### src/design/pidci_pkg.sv
// ----------------------------------------------------------------------------
// pidci_pkg: shared types and constants
// Register map codes, loop mode and clamp codes, and the command that the
// control sequencer hands to the serial multiplier.
// ----------------------------------------------------------------------------
package pidci_pkg;

    // Register indexes (byte address = 4 * index)
    localparam logic [2:0] REG_KP   = 3'd0;
    localparam logic [2:0] REG_KI   = 3'd1;
    localparam logic [2:0] REG_KD   = 3'd2;
    localparam logic [2:0] REG_MIN  = 3'd3;
    localparam logic [2:0] REG_MAX  = 3'd4;
    localparam logic [2:0] REG_MODE = 3'd5;

    // Loop modes; the unused code runs as PID
    localparam logic [1:0] MODE_PID = 2'd0;
    localparam logic [1:0] MODE_PI  = 2'd1;
    localparam logic [1:0] MODE_PD  = 2'd2;

    // Clamp status codes
    localparam logic [1:0] CS_WITHIN = 2'd0;
    localparam logic [1:0] CS_MAX    = 2'd1;
    localparam logic [1:0] CS_MIN    = 2'd2;

    // Integration only for 0 < step < this limit (microseconds)
    localparam logic [15:0] DT_LIMIT_US = 16'd10000;

    // Serial multiplier geometry
    localparam int MCAND_W  = 32;
    localparam int MPLIER_W = 48;
    localparam int PROD_W   = MCAND_W + MPLIER_W;
    localparam int SHORT_W  = 16;

    // Command from the sequencer to the multiplier
    typedef struct packed {
        logic start;          // capture operands and begin
        logic long_op;        // 48-bit multiplier, else 16-bit
        logic mplier_signed;  // top multiplier bit has negative weight
    } t_mul_cmd;

endpackage

### src/design/pidci_in_if.sv
// ----------------------------------------------------------------------------
// pidci_in_if: input item channel
// Valid/ready channel carrying error, rate and time step of one update.
// ----------------------------------------------------------------------------
interface pidci_in_if;
    logic               valid;
    logic               ready;
    logic signed [15:0] error_in;
    logic signed [15:0] rate_in;
    logic        [15:0] step_us;

    modport source (output valid, output error_in, output rate_in, output step_us,
                    input ready);
    modport sink   (input valid, input error_in, input rate_in, input step_us,
                    output ready);
endinterface

### src/design/pidci_out_if.sv
// ----------------------------------------------------------------------------
// pidci_out_if: result item channel
// Valid/ready channel carrying the clamped drive and the clamp status.
// ----------------------------------------------------------------------------
interface pidci_out_if;
    logic               valid;
    logic               ready;
    logic signed [15:0] drive_out;
    logic        [1:0]  clamp_state;

    modport source (output valid, output drive_out, output clamp_state, input ready);
    modport sink   (input valid, input drive_out, input clamp_state, output ready);
endinterface

### src/design/pidci_mul.sv
// ----------------------------------------------------------------------------
// pidci_mul: bit-serial shift-add multiplier
// Signed 32-bit multiplicand times a 16- or 48-bit multiplier, one multiplier
// bit per cycle, LSB first; one 34-bit adder forms every partial sum.
// ----------------------------------------------------------------------------
module pidci_mul
    import pidci_pkg::*;
(
    input  logic                      i_clk,
    input  logic                      i_rst_n,
    input  t_mul_cmd                  i_cmd,
    input  logic signed [MCAND_W-1:0] i_mcand,
    input  logic [MPLIER_W-1:0]       i_mplier,
    output logic                      o_done,
    output logic signed [PROD_W-1:0]  o_prod
);

    localparam int HI_W  = MCAND_W + 2;
    localparam int CNT_W = $clog2(MPLIER_W);
    localparam logic [CNT_W-1:0] LAST_LONG  = CNT_W'(MPLIER_W - 1);
    localparam logic [CNT_W-1:0] LAST_SHORT = CNT_W'(SHORT_W - 1);

    logic                      r_busy;
    logic                      r_done;
    logic                      r_long;
    logic                      r_sgn;
    logic [CNT_W-1:0]          r_cnt;
    logic signed [MCAND_W-1:0] r_mcand;
    logic signed [HI_W-1:0]    r_hi;
    logic [MPLIER_W-1:0]       r_lo;

    logic                      w_last;
    logic signed [HI_W-1:0]    w_mc;
    logic signed [HI_W-1:0]    w_addend;
    logic signed [HI_W-1:0]    w_sum;

    // Partial product for the current multiplier bit
    always_comb begin
        w_last = (r_cnt == (r_long ? LAST_LONG : LAST_SHORT));
        w_mc   = HI_W'(r_mcand);
        if (!r_lo[0]) begin
            w_addend = '0;
        end else if (w_last && r_sgn) begin
            w_addend = -w_mc;
        end else begin
            w_addend = w_mc;
        end
        w_sum = r_hi + w_addend;
    end

    // Control: step counter and done pulse
    always_ff @(posedge i_clk) begin
        if (!i_rst_n) begin
            r_busy <= 1'b0;
            r_done <= 1'b0;
            r_cnt  <= '0;
        end else begin
            r_done <= 1'b0;
            if (i_cmd.start) begin
                r_busy <= 1'b1;
                r_cnt  <= '0;
            end else if (r_busy) begin
                if (w_last) begin
                    r_busy <= 1'b0;
                    r_done <= 1'b1;
                end else begin
                    r_cnt <= r_cnt + 1'b1;
                end
            end
        end
    end

    // Datapath: arithmetic right shift of {hi, lo} after each add
    always_ff @(posedge i_clk) begin
        if (i_cmd.start) begin
            r_mcand <= i_mcand;
            r_long  <= i_cmd.long_op;
            r_sgn   <= i_cmd.mplier_signed;
            r_hi    <= '0;
            r_lo    <= i_mplier;
        end else if (r_busy) begin
            r_hi <= {w_sum[HI_W-1], w_sum[HI_W-1:1]};
            r_lo <= {w_sum[0], r_lo[MPLIER_W-1:1]};
        end
    end

    // Product alignment depends on how many bits were consumed
    always_comb begin
        if (r_long) begin
            o_prod = {r_hi[MCAND_W-1:0], r_lo};
        end else begin
            o_prod = PROD_W'($signed({r_hi[SHORT_W-1:0],
                                      r_lo[MPLIER_W-1 -: SHORT_W]}));
        end
    end

    assign o_done = r_done;

endmodule

### src/design/pid_with_conditional_integration.sv
// ----------------------------------------------------------------------------
// pid_with_conditional_integration: fixed-point PID with conditional
// integration anti-windup, bit-serial multiplier shared by all products.
// Each update runs 16-bit multiplier passes for the P and D products and a
// 48-bit pass for the integral term; an update that integrates adds a
// 16-bit error-times-step pass and a second 48-bit integral pass, all on the
// one-bit-per-cycle multiplier. One item in flight; the next input is taken
// once the sequencer is idle, even while a result waits for transfer.
// Reset (synchronous, active low): registers to defaults, integral to zero.
// ----------------------------------------------------------------------------
module pid_with_conditional_integration
    import pidci_pkg::*;
(
    input  logic               i_clk,
    input  logic               i_rst_n,
    pidci_in_if.sink           i_in,
    pidci_out_if.source        o_out,
    input  logic               psel,
    input  logic               penable,
    input  logic               pwrite,
    input  logic [4:0]         paddr,
    input  logic [31:0]        pwdata,
    output logic [31:0]        prdata,
    output logic               pready
);

    typedef enum logic [3:0] {
        S_IDLE, S_MUL_P, S_MUL_D, S_MUL_I1, S_RAW1, S_DECIDE,
        S_MUL_EU, S_MUL_I2, S_RAW2, S_CLAMP
    } t_state;

    // Configuration registers
    logic signed [15:0] r_kp;
    logic signed [31:0] r_ki;
    logic signed [15:0] r_kd;
    logic signed [15:0] r_out_min;
    logic signed [15:0] r_out_max;
    logic        [1:0]  r_mode;

    // Sequencer and datapath registers
    t_state             r_state;
    logic               r_kick;
    logic signed [15:0] r_e;
    logic signed [15:0] r_r;
    logic        [15:0] r_us;
    logic signed [31:0] r_p;
    logic signed [31:0] r_d;
    logic signed [47:0] r_integ;
    logic signed [51:0] r_iterm;
    logic signed [53:0] r_raw;
    logic               r_out_valid;
    logic signed [15:0] r_drive;
    logic        [1:0]  r_cs;

    // Multiplier hookup
    t_mul_cmd                  w_cmd;
    logic signed [MCAND_W-1:0] w_mcand;
    logic [MPLIER_W-1:0]       w_mplier;
    logic                      w_done;
    logic signed [PROD_W-1:0]  w_prod;

    logic                      w_cfg_wr;
    logic                      w_pd;
    logic                      w_pi;
    logic signed [53:0]        w_raw_new;
    logic signed [53:0]        w_hi_lim;
    logic signed [53:0]        w_lo_lim;
    logic                      w_int_en;
    logic                      w_go;
    logic signed [48:0]        w_sum;
    logic signed [47:0]        w_sat;
    logic                      w_out_free;

    // APB register writes
    assign w_cfg_wr = psel && penable && pwrite;
    assign pready   = 1'b1;

    always_ff @(posedge i_clk) begin
        if (!i_rst_n) begin
            r_kp      <= '0;
            r_ki      <= '0;
            r_kd      <= '0;
            r_out_min <= 16'sh8000;
            r_out_max <= 16'sh7FFF;
            r_mode    <= MODE_PID;
        end else if (w_cfg_wr) begin
            unique case (paddr[4:2])
                REG_KP:   r_kp      <= pwdata[15:0];
                REG_KI:   r_ki      <= pwdata;
                REG_KD:   r_kd      <= pwdata[15:0];
                REG_MIN:  r_out_min <= pwdata[15:0];
                REG_MAX:  r_out_max <= pwdata[15:0];
                REG_MODE: r_mode    <= pwdata[1:0];
                default: ;
            endcase
        end
    end

    // APB register reads
    always_comb begin
        unique case (paddr[4:2])
            REG_KP:   prdata = 32'(r_kp);
            REG_KI:   prdata = r_ki;
            REG_KD:   prdata = 32'(r_kd);
            REG_MIN:  prdata = 32'(r_out_min);
            REG_MAX:  prdata = 32'(r_out_max);
            REG_MODE: prdata = {30'd0, r_mode};
            default:  prdata = '0;
        endcase
    end

    // Multiplier operands by sequencer step
    always_comb begin
        w_cmd.start         = r_kick;
        w_cmd.long_op       = 1'b0;
        w_cmd.mplier_signed = 1'b1;
        w_mcand             = r_ki;
        w_mplier            = MPLIER_W'(r_integ);
        unique case (r_state)
            S_MUL_P: begin
                w_mcand  = MCAND_W'(r_kp);
                w_mplier = MPLIER_W'(unsigned'(r_e));
            end
            S_MUL_D: begin
                w_mcand  = MCAND_W'(r_kd);
                w_mplier = MPLIER_W'(unsigned'(r_r));
            end
            S_MUL_EU: begin
                w_mcand             = MCAND_W'(r_e);
                w_mplier            = MPLIER_W'(r_us);
                w_cmd.mplier_signed = 1'b0;
            end
            S_MUL_I1, S_MUL_I2: begin
                w_cmd.long_op = 1'b1;
            end
            default: ;
        endcase
    end

    pidci_mul u_mul (
        .i_clk    (i_clk),
        .i_rst_n  (i_rst_n),
        .i_cmd    (w_cmd),
        .i_mcand  (w_mcand),
        .i_mplier (w_mplier),
        .o_done   (w_done),
        .o_prod   (w_prod)
    );

    // Raw output, limits and the anti-windup decision
    always_comb begin
        w_pd      = (r_mode == MODE_PD);
        w_pi      = (r_mode == MODE_PI);
        w_raw_new = 54'(r_p) + 54'(r_iterm) - 54'(r_d);
        w_hi_lim  = 54'($signed({r_out_max, 16'h0000}));
        w_lo_lim  = 54'($signed({r_out_min, 16'h0000}));
        w_int_en  = !w_pd && (r_ki != '0) && (r_us != '0) && (r_us < DT_LIMIT_US);
        w_go      = ((r_raw > w_hi_lim) && (r_e < 0)) ||
                    ((r_raw < w_lo_lim) && (r_e > 0)) ||
                    ((r_raw >= w_lo_lim) && (r_raw < w_hi_lim));
        // saturating integral update from error times step
        w_sum     = 49'(r_integ) + 49'(signed'(w_prod[32:0]));
        if (w_sum[48:47] == 2'b01) begin
            w_sat = 48'sh7FFF_FFFF_FFFF;
        end else if (w_sum[48:47] == 2'b10) begin
            w_sat = 48'sh8000_0000_0000;
        end else begin
            w_sat = w_sum[47:0];
        end
        w_out_free = !r_out_valid || o_out.ready;
    end

    // Sequencer with registered results
    always_ff @(posedge i_clk) begin
        if (!i_rst_n) begin
            r_state     <= S_IDLE;
            r_kick      <= 1'b0;
            r_out_valid <= 1'b0;
            r_integ     <= '0;
        end else begin
            r_kick <= 1'b0;
            // a transfer frees the result register unless a new result refills it
            if (r_out_valid && o_out.ready && (r_state != S_CLAMP)) begin
                r_out_valid <= 1'b0;
            end
            unique case (r_state)
                S_IDLE: begin
                    if (i_in.valid) begin
                        r_e     <= i_in.error_in;
                        r_r     <= i_in.rate_in;
                        r_us    <= i_in.step_us;
                        r_state <= S_MUL_P;
                        r_kick  <= 1'b1;
                    end
                end
                S_MUL_P: begin
                    if (w_done) begin
                        r_p     <= w_prod[31:0];
                        r_state <= S_MUL_D;
                        r_kick  <= 1'b1;
                    end
                end
                S_MUL_D: begin
                    if (w_done) begin
                        r_d     <= w_pi ? 32'sd0 : w_prod[31:0];
                        r_state <= S_MUL_I1;
                        r_kick  <= 1'b1;
                    end
                end
                S_MUL_I1: begin
                    if (w_done) begin
                        r_iterm <= w_pd ? 52'sd0 : w_prod[79:28];
                        r_state <= S_RAW1;
                    end
                end
                S_RAW1: begin
                    r_raw   <= w_raw_new;
                    r_state <= S_DECIDE;
                end
                S_DECIDE: begin
                    // integral unchanged: the raw output stands as computed
                    if (w_int_en && w_go) begin
                        r_state <= S_MUL_EU;
                        r_kick  <= 1'b1;
                    end else begin
                        r_state <= S_CLAMP;
                    end
                end
                S_MUL_EU: begin
                    if (w_done) begin
                        r_integ <= w_sat;
                        r_state <= S_MUL_I2;
                        r_kick  <= 1'b1;
                    end
                end
                S_MUL_I2: begin
                    if (w_done) begin
                        r_iterm <= w_prod[79:28];
                        r_state <= S_RAW2;
                    end
                end
                S_RAW2: begin
                    r_raw   <= w_raw_new;
                    r_state <= S_CLAMP;
                end
                S_CLAMP: begin
                    // max test first, so inverted limits favor out_max
                    if (w_out_free) begin
                        r_out_valid <= 1'b1;
                        r_state     <= S_IDLE;
                        if (r_raw >= w_hi_lim) begin
                            r_drive <= r_out_max;
                            r_cs    <= CS_MAX;
                        end else if (r_raw <= w_lo_lim) begin
                            r_drive <= r_out_min;
                            r_cs    <= CS_MIN;
                        end else begin
                            r_drive <= r_raw[31:16];
                            r_cs    <= CS_WITHIN;
                        end
                    end
                end
                default: r_state <= S_IDLE;
            endcase
        end
    end

    // Channel outputs
    assign i_in.ready        = (r_state == S_IDLE);
    assign o_out.valid       = r_out_valid;
    assign o_out.drive_out   = r_drive;
    assign o_out.clamp_state = r_cs;

endmodule

### src/flat_wrapper.sv
// flat-port wrapper written by rule: the top's interface ports become plain ports
module pid_with_conditional_integration_flat import pidci_pkg::*;
  (i_clk, i_rst_n, psel, penable, pwrite, paddr, pwdata, prdata, pready, i_in_valid, i_in_error_in, i_in_rate_in, i_in_step_us, i_in_ready, o_out_valid, o_out_drive_out, o_out_clamp_state, o_out_ready);
  pidci_in_if i_in_i ();
  pidci_out_if o_out_i ();
  input  logic i_clk;
  input  logic i_rst_n;
  input  logic psel;
  input  logic penable;
  input  logic pwrite;
  input  logic [4:0] paddr;
  input  logic [31:0] pwdata;
  output logic [31:0] prdata;
  output logic pready;
  input wire logic [$bits(i_in_i.valid)-1:0] i_in_valid;
  input wire logic [$bits(i_in_i.error_in)-1:0] i_in_error_in;
  input wire logic [$bits(i_in_i.rate_in)-1:0] i_in_rate_in;
  input wire logic [$bits(i_in_i.step_us)-1:0] i_in_step_us;
  output wire logic [$bits(i_in_i.ready)-1:0] i_in_ready;
  output wire logic [$bits(o_out_i.valid)-1:0] o_out_valid;
  output wire logic [$bits(o_out_i.drive_out)-1:0] o_out_drive_out;
  output wire logic [$bits(o_out_i.clamp_state)-1:0] o_out_clamp_state;
  input wire logic [$bits(o_out_i.ready)-1:0] o_out_ready;
  assign i_in_i.valid = i_in_valid;
  assign i_in_i.error_in = i_in_error_in;
  assign i_in_i.rate_in = i_in_rate_in;
  assign i_in_i.step_us = i_in_step_us;
  assign i_in_ready = i_in_i.ready;
  assign o_out_valid = o_out_i.valid;
  assign o_out_drive_out = o_out_i.drive_out;
  assign o_out_clamp_state = o_out_i.clamp_state;
  assign o_out_i.ready = o_out_ready;
  pid_with_conditional_integration u_core (.i_clk(i_clk), .i_rst_n(i_rst_n), .i_in(i_in_i), .o_out(o_out_i), .psel(psel), .penable(penable), .pwrite(pwrite), .paddr(paddr), .pwdata(pwdata), .prdata(prdata), .pready(pready));
endmodule
### config.mk
export PLATFORM = sky130hd
export DESIGN_NAME = pid_with_conditional_integration_flat
export DESIGN_NICKNAME = d
export VERILOG_FILES = /design/src/design/pidci_pkg.sv /design/src/design/pidci_in_if.sv /design/src/design/pidci_out_if.sv /design/src/design/pidci_mul.sv /design/src/design/pid_with_conditional_integration.sv /design/src/flat_wrapper.sv
export SDC_FILE = /design/constraint.sdc
export NUM_CORES = 1
export LEC_CHECK = 0
export BUFFER_PORTS_ARGS = -buffer_cell sky130_fd_sc_hd__buf_2
export CORE_ASPECT_RATIO = 1.1
export CORE_MARGIN = 3
export CORE_UTILIZATION = 50
export DETAILED_ROUTE_END_ITERATION = 10
export GPL_TIMING_DRIVEN = 0
export PLACE_DENSITY_LB_ADDON = 0.15
export SLEW_MARGIN = 20
export SYNTH_ARGS = -nofsm -noshare
export SYNTH_HDL_FRONTEND = slang
export SYNTH_HIERARCHICAL = 1
export SYNTH_SLANG_ARGS = --single-unit
### constraint.sdc
create_clock -name i_clk -period 9.9 [get_ports i_clk]
set_clock_uncertainty 0.2 [all_clocks]
set_input_delay 2.97 -clock i_clk [delete_from_list [all_inputs] [get_ports i_clk]]
set_output_delay 2.97 -clock i_clk [all_outputs]
set_load 0.02 [all_outputs]
==> out/metrics.sh <==
WORSTHOLDSTART='u_core/r_integ[35]'
FLOORPLAN.DIE_AREA_MM2=0.0693
GP_CONGESTION=1.00
SYN_TO_FINAL_GROWTH_PCT=11.8
CTS-BUFFERS-INSERTED=55
DRT_FIRST_ITER_VIOLATIONS=2283
CTS_HTREE_LEVELS=2
LAYOUT.CELLS.MOST_COMMON_LIST='nand2_1 (532), edfxtp_1 (318), a21oi_1 (282)'
TIMING.FMAX_GHz=0.118
INITIAL_ANTENNA_VIOLATION_COUNT=6
CTS_TREE='yes'
CAPTURING_ELEMENT_TYPE_OF_THE_CRITICAL_PATH='primary output'
YOSYS_WARNINGS=6
FINAL_HOLD_VIOLS=0
WHS_ENDPOINT='u_core/r_integ[35]'
CTS-RESIZED-GATES=0
WORSTREG2REGEND='u_core/u_mul/r_hi[25]'
POST_CTS.REPAIR.SETUP_BUFFERS=0
FINALHOLDWORSTSLACK_PS=282
FINAL_CRITICAL_PATH_SETUP_SLACK_PS=1430
AREA.SEQUENTIAL_MM2=0.0134
CLKTRANSATPATHREGS_PS=60
TIMING_MAX_TRANSITION_VIOLATIONS_FINAL=0
SYN_AVG_CELL_AREA_UM2=9.29
SYNTH.DISTINCT_CELLS=106
DRV.MAX_CAP_VIOLATION_COUNT=0
POWER_DENSITY_mW_PER_MM2=178
R2R_SETUP_SLACK_PS=3810
TIMING.CRITICAL_PATH.FANOUT_MAX=10
WORSTSETUPSTARTPOINT='paddr[3]'
R2R.WORST_PATH.CELLS=19
ASYNC_FLOP_SHARE_PCT=0
FILLERS=5986
DRT_DRC_VIOLATIONS_LEFT=0
WORSTMARGINPINSLEW_PS=1190
SYNTHESIS.NETS=3922
BOUNDARYPINS=145
ROWS=98
FINALCRITPERIODSHARE_PCT=85.6
CRITPATHARRIVALTIME_PS=5300
DIE-HEIGHT_UM=276
DP_HPWL_UM=81500
CTS_MAX_PATH_BUFFERS=3
FP.DIEW_UM=251
FLOORPLAN.CORE_AREA_MM2=0.0652
MIN_PATH_CELLS=2
POSTSYNTHREGISTERBITS=511
ROUTED-VIA-COUNT=27600
GRT_OVERFLOW_TOTAL=0
WORSTSKEWPAIRLATENCY_PS=640
INITIAL_CORE_UTIL_PCT=50.7
GLOBAL_ROUTE.USAGE.TOTAL_PCT=29.1
AREA_OF_COMBINATIONAL_CELLS_WITH_MULTIPLE_INPUTS_MM2=0.0180
CTS.HOLD.BUFFERS_ADDED=0
OUTCOME='finished, final reports clean'
DRIVE_ABOVE_1_SHARE_PCT=11.2
CATEGORY_OF_THE_MOST_CRITICAL_SETUP_PATH='in -> out'
FINALPOWER_W=0.00659
WORSTREG2REGSTART='u_core/u_mul/r_long'
YOSYS_MOST_USED_DFF='edfxtp_1'
SYNTH_SEQ_AREA_SHARE_PCT=40.5
POWER.STATIC_LEAKAGE_nW=15.4
SETUP-TNS-FINAL_PS=0
SYN_INST=3563
GRT_SETUP_UNREPAIRED='no'
SYNTH_ENABLE_FLOP_CELLS=318
FINALCRITICALPERIOD_PS=8470
AVGVIACOUNTPERCELL=5.89
REQUIRED_PS=6730
CLOCKROOTBUFFER='clkbuf_16'
LAYOUT.CELLS.MOST_COMMON='nand2_1'
PORT_BUFFERS=141
PATH_TYPE_OF_THE_WORST_MIN_DELAY_PATH='reg -> reg'
LAYOUT.NETS=4140
DESIGN_AREA_MM2=0.0370
WORST_SLEW_MARGIN_RELATIVE_TO_ITS_LIMIT_PCT=20.5
POSTROUTEWIRELENGTH_UM=103000
POST_DP_CELL_AREA_MM2=0.0351
CP-START-KIND='input port'
AVGROUTEDWIREPERCELL_UM=21.9
DRT_PRE_ANTENNA_ITERS=6
DP_WORST_SETUP_SLACK_PS=1520
VDD.IR_DROP.WORST_V=0.000195
POST_SYNTH_INSTANCE_AREA_MM2=0.0331
WIRE_LENGTH_OF_THE_FIRST_GLOBAL_ROUTING_PASS_UM=155000
PIN_COUNT_OF_THE_BIGGEST_NET_ENTERING_GLOBAL_ROUTING=53
CTS_SINKS=511
POSTROUTEANTENNANETS=0
NUMBER_OF_GLOBAL_ROUTE_VIAS_BEFORE_REPAIR=25900
SETUP_VIOLATIONS_FINAL=0
[stage by stage]
| step | utilization (%) | std cells |
|---|---|---|
| after global placement | 53.4 | 4554 |
| after detailed placement | 53.8 | 4574 |
| after global routing | 56.7 | 4677 |
| after CTS | 56.7 | 4677 |
| final | 56.7 | 4680 |
| after floorplan | - | 3563 |
[worst max-delay path, stage by stage]
cell and delay (ps):
buf_2 100, clkbuf_1 470, nor2b_1 200, clkbuf_1 340, nand2_1 110, o21ai_1 420
clkbuf_1 390, a21o_1 140, buf_2 160
[layout make-up]
type                            instances  area share, %
Multi-Input combinational cell       2604           48.5
Buffer                                178           1.98
Timing Repair Buffer                  161           2.41
Sequential cell                       511           36.3
Inverter                              270           2.74
Clock inverter                         34           1.12
Clock buffer                           69           4.08
Tap cell                              850           2.87
Antenna cell                            3         0.0203
[routing by layer]
metal | track usage (%) | wire length [um] | vias up
met5 | 0 | 9 | -
met4 | 11.9 | 4600 | 2
met3 | 4.42 | 7500 | 211
met2 | 47.5 | 46500 | 1033
met1 | 39.1 | 44000 | 13100
li1 | - | - | 13200
[synth_stat cells, types with 7 or more instances]
cell type | n | share of area [%]
edfxtp_1 | 318 | 29
nand2_1 | 532 | 6.0
or3_1 | 18 | 0.34
nand4_1 | 81 | 1.5
clkbuf_1 | 135 | 1.5
a221o_1 | 32 | 0.97
dfxtp_1 | 193 | 12
mux2i_1 | 56 | 1.7
or2_2 | 7 | 0.13
nor4_1 | 31 | 0.59
o31ai_1 | 18 | 0.41
nor2_1 | 180 | 2.0
o21a_1 | 25 | 0.57
a221oi_1 | 9 | 0.24
xnor2_1 | 65 | 1.7
a22oi_1 | 16 | 0.36
a31oi_1 | 62 | 1.2
a22o_1 | 32 | 0.85
o21ai_0 | 117 | 1.8
a211oi_1 | 14 | 0.32
nand2b_1 | 22 | 0.42
nor3_1 | 42 | 0.64
nand3_1 | 63 | 0.95
buf_1 | 14 | 0.16
a21oi_1 | 282 | 4.3
o21ai_1 | 8 | 0.12
and2_1 | 132 | 2.5
xor2_1 | 73 | 1.9
nor2b_1 | 28 | 0.53
fa_1 | 54 | 3.3
o22ai_1 | 17 | 0.32
mux2_2 | 84 | 2.9
a21o_1 | 79 | 1.8
a2111oi_0 | 8 | 0.21
ha_1 | 213 | 8.1
o21bai_1 | 15 | 0.34
and3_1 | 17 | 0.32
o211ai_1 | 34 | 0.77
buf_2 | 20 | 0.30
o221ai_1 | 8 | 0.21
inv_1 | 267 | 3.0
a211o_1 | 14 | 0.37
[worst max path at each step]
stage                       to  slack (ps)  cells past startpoint
5_1_grt             prdata[24]        1330                      9
3_5_place_dp        prdata[27]        1520                      9
3_3_place_gp   u_core/r_raw[1]       -3980                      5
6_report            prdata[27]        1430                      9
2_1_floorplan  u_core/r_raw[0]         410                      4
4_1_cts             prdata[27]        1520                      9
[kinds of logic (layout without fill, tap and decap cells)]
group | after synthesis | after routing | synth area share (%)
other | 1 | 4 | 0.0113
AOI/OAI and AO/OA | 866 | 866 | 17.4
and+or+nand+nor | 1190 | 1190 | 17.1
muxes | 142 | 142 | 4.65
adders and majority gates | 267 | 267 | 11.3
buffers and inverters | 448 | 712 | 5.28
xor gates and xnor gates | 138 | 138 | 3.65
DFF | 511 | 511 | 40.5
[flip-flops by register name (all words and copies together), names as in the netlist, 32 cells and up]
signal	count
u_core/u_mul/r_lo	48
u_core/r_p	32
u_core/r_raw	54
u_core/r_iterm	52
u_core/u_mul/r_hi	33
u_core/r_d	32
u_core/u_mul/r_mcand	32
u_core/r_ki	32
u_core/r_integ	48
[power breakdown]
part	internal, W	leakage (nW)	switching (W)
Sequential	0.00251	4.49	0.000213
Combinational	0.000628	9.99	0.00106
Clock	0.00127	0.937	0.000905
No activity file was read; power rests on OpenSTA's default activity.
